[src/rtl/gconn_row_mem.sv]
// gconn_row_mem: adjacency row store, one write port and one registered
// read port. Depends on nothing.
`timescale 1ns / 1ps

module gconn_row_mem #(
    parameter int DEPTH = 64,
    parameter int WIDTH = 64,
    parameter int AW    = $clog2(DEPTH)
) (
    input  logic             clk,
    input  logic             we,
    input  logic [AW-1:0]    waddr,
    input  logic [WIDTH-1:0] wdata,
    input  logic             re,
    input  logic [AW-1:0]    raddr,
    output logic [WIDTH-1:0] rdata
);

    logic [WIDTH-1:0] mem [DEPTH];
    logic [WIDTH-1:0] rdata_reg;

    always_ff @(posedge clk)
    begin
        if (we)
        begin
            mem[waddr] <= wdata;
        end
    end

    always_ff @(posedge clk)
    begin
        if (re)
        begin
            rdata_reg <= mem[raddr];
        end
    end

    assign rdata = rdata_reg;

endmodule

[config.mk]
export PLATFORM = sky130hd
export DESIGN_NAME = gconn_row_mem
export DESIGN_NICKNAME = d
export VERILOG_FILES = /design/src/rtl/gconn_row_mem.sv
export SDC_FILE = /design/constraint.sdc
export NUM_CORES = 2
export LEC_CHECK = 0
export BUFFER_PORTS_ARGS = -buffer_cell sky130_fd_sc_hd__buf_2
export CAP_MARGIN = 15
export CORE_MARGIN = 2
export CORE_UTILIZATION = 35
export DETAILED_ROUTE_END_ITERATION = 8
export HOLD_SLACK_MARGIN = 0.12
export PLACE_DENSITY_LB_ADDON = 0.05
export SLEW_MARGIN = 0
export SYNTH_ARGS = -nofsm -noshare
export SYNTH_HDL_FRONTEND = slang
export SYNTH_SLANG_ARGS = --single-unit
export TNS_END_PERCENT = 5
[constraint.sdc]
create_clock -name clk -period 5.2 [get_ports clk]
set_clock_uncertainty 0.05 [all_clocks]
set_input_delay 0.26 -clock clk [delete_from_list [all_inputs] [get_ports clk]]
set_output_delay 0.26 -clock clk [all_outputs]
set_load 0.02 [all_outputs]
==> reports/metrics.csv <==
metric;value;unit
power_density;399;nW/um^2
synth_compound_area_frac;0.0247;
fin_nets;7309;
period_share;0.587;
ios;143;
io_buffer_count;142;
grt_usage;0.228;
rows;245;
cp_max_fo;23;
period_needed;3.05;ns
cts_tree;yes;
fin_ws;2.15;ns
synth_top_area_share;0.796;
post_cts_buffers;0;
htree_levels;5;
leakage;0.0570;uW
post-dp-hpwl;282000;microns
post-route-drc-count;0;
core;446000;sq um
crit_path_top_delay_cell;nand2_2;
cp.required;5.84;ns
grt_max_degree;96;
cts_resized;0;
ys_warn_count;0;
grt_pass1_vias;78700;
wl_per_cell;38.5;microns
arrival;3.69;ns
insertion_delay;1.03;ns
setup_viol;0;
n_fill_cell;38900;
power_frac_seq;0.510;
internal_power;57300;uW
largest_reg_flops;4096;
synth_xor_area_frac;0;
synth_seq_cells;4160;
fp.dieW;674;microns
route.vias.total;76000;
switchingPower;16000;uW
ant_nets;0;
start_util;0.352;
yosysTopAreaCell;edfxtp_1;
root_buffer;clkbuf_16;
min_path_type;input port to register;
crit_type;input port to register;
dpl_worst_slack;1.43;ns
syn2layout_area_growth;17.0;%
synth_area_leaders;edfxtp_1 80%, mux4_2 15%, mux2i_1 0.86%, a22oi_1 0.80%, buf_2 0.54%;
synthAdderAreaFrac;0;
critical_path.endpoint;rdata[13]$_DFFE_PP_;
viasPerCell;5.61;
synth_nets;6677;
drv_cap;0;
swShare;0.218;
gp_congestion;0.732;
cts_sinks;4160;
die_h;674;microns
synthMuxAreaShare;0.156;
r2r-end;rdata[17]$_DFFE_PP_;
dr.pass1.iters;6;
seqCellArea;125000;sq um
status;complete, no violations;
max_slew_margin;0.203;
syn-instance-count;6598;
fin_util;0.412;
multi_input_area;30800;sq um
dieArea;454000;sq um
drt-initial-drc-count;7743;
routed_wirelength;522000;microns
clk_pin_slew;0.06;ns
syn_avg_cell_area;23.8;sq um
yosysUniqueCellTypes;32;
rsz0062_at_grt;false;
dp_cells;12600;
rr_startpoint;mem[47][17]$_DFFE_PP_;
p_clk_frac;0.442;
grt-ovfl-total;0;
path_cells;dlygate4sd3_1 -> buf_2 -> nor2b_1 -> nand2_2 -> or2_2 -> a41oi_1 -> a211oi_1;
worstSetupStartpoint;raddr[5];
numCtsBuffers;460;
syn_area;157000;sq um
ff2ff_setup_slack;2.93;ns
comb_power_share;0.048;
synth_top_family_by_area;multiplexers;
worst-r2r-cell-count;5;
cp-start-kind;input port;
synth-simple-area-share;0.0123;
final_hold_viol_count;0;
slew_viol_final;0;
antenna_found_initial;41;
clk_path_buf_depth;4;
max_stage_delay;0.70;ns
grt_pass1_wl;706000;microns
ys_seq_area_frac;0.796;
fmax;327;MHz
worst_pin_slew;1.20;ns
drive_above_1_share;0.296;
max-vdd-ir-drop;0.317;mV
instances_no_fill;13600;
fin_tns_setup;0;ns
end_kind;register;
[stage by stage]
step                total power (uW)  hold WS, ns  area (sq um)
CTS                            74000        0.207        183000
floorplan                      39800        0.309        157000
global route                   75500        0.130        184000
global placement               41500        0.736        168000
detailed placement             41600        0.727        168000
finish                         73300        0.166        184000
[routing by layer]
layer,wire [microns],global-route usage,vias up
li1,-,-,29900
met1,229000,0.321,43300
met2,257000,0.382,2112
met3,23900,0.0299,608
met4,11800,0.0479,12
met5,79,0,-
[cell families after synthesis]
kind of cell,count (synthesis)
simple gates,386
compound gates,504
buf+inv,389
flops,4160
mux,1159
[cells in the mapped netlist]
cell and number:
or3_1 29, mux2i_1 135, mux4_2 1024, edfxtp_1 4160, a41oi_1 26, nor2b_1 28, a22o_1 88, a31o_1 1
or2_2 28, a2bb2oi_1 19, nand4b_1 1, and3_1 64, and2_1 3, nand3b_1 2, buf_2 170, nand3_1 45
a22oi_1 168, or3b_2 1, nand2b_1 11, o22ai_1 83, nor3_1 2, a211oi_1 63, buf_4 34, nand4_1 2
nand2_1 58, buf_1 20, clkbuf_1 140, o221ai_1 38, nor2_1 112, buf_6 6, a31oi_1 18, inv_1 19
[cell usage in the layout (no fill, tap or decap), types with 3 or more instances in the layout]
master and instances:
clkbuf_16 469, nand3_1 45, dlygate4sd3_1 78, buf_12 134, clkinv_8 3, a31oi_1 18, a41oi_1 26, clkinv_1 112
nor2b_1 24, a2bb2oi_1 19, edfxtp_1 4160, inv_1 19, or3_1 29, nor2_1 47, nor2b_4 3, or2_2 28
buf_4 184, a22o_1 88, nand2b_1 9, clkinv_16 5, clkbuf_1 81, and3_1 64, nand2_1 54, bufinv_16 48
nor2_4 65, o22ai_1 83, a22oi_1 168, clkinvlp_4 14, mux4_2 1024, o221ai_1 38, inv_6 7, diode_2 8
buf_2 138, buf_16 3, clkinv_2 112, mux2i_1 135, a211oi_1 63
[cell type report]
class	count	area share
clock inverter	304	0.0154
tap	5928	0.0404
clock buffer	550	0.0655
timing repair buffer	540	0.0308
inverter	19	0.000388
multi-input combinational	2049	0.168
sequential	4160	0.680
antenna	8	0.000109
[worst max-delay path, delay by kind of cell]
kind,cells,cell delay (ns)
compound gates,2,0.76
buf+inv,2,0.98
simple gates,3,1.59
[repair_timing]
item                       in CTS  in global routing
hold endpoints to repair     4194                 43
setup endpoints to repair       0                  0
hold buffers                   72                  6
[worst min-delay path by stage]
stage / cells past startpoint / start / end
after floorplan: 0 / wdata[0] / mem[0][0]$_DFFE_PP_
after global placement: 1 / re / rdata[21]$_DFFE_PP_
after detailed placement: 1 / rdata[54]$_DFFE_PP_ / rdata[54]
after CTS: 4 / raddr[4] / rdata[10]$_DFFE_PP_
after global routing: 2 / wdata[5] / mem[53][5]$_DFFE_PP_
final: 2 / wdata[5] / mem[61][5]$_DFFE_PP_
[power by group through the flow]
| stage | logic [uW] | registers [uW] | clock network [uW] |
|---|---|---|---|
| final | 3480 | 37400 | 32400 |
| after CTS | 3520 | 37400 | 33100 |
| after global routing | 3720 | 37400 | 34500 |
| after floorplan | 1730 | 38000 | 0 |
| after detailed placement | 3450 | 38100 | 0 |
| after global placement | 3420 | 38100 | 0 |
No activity file was read; power rests on OpenSTA's default activity.
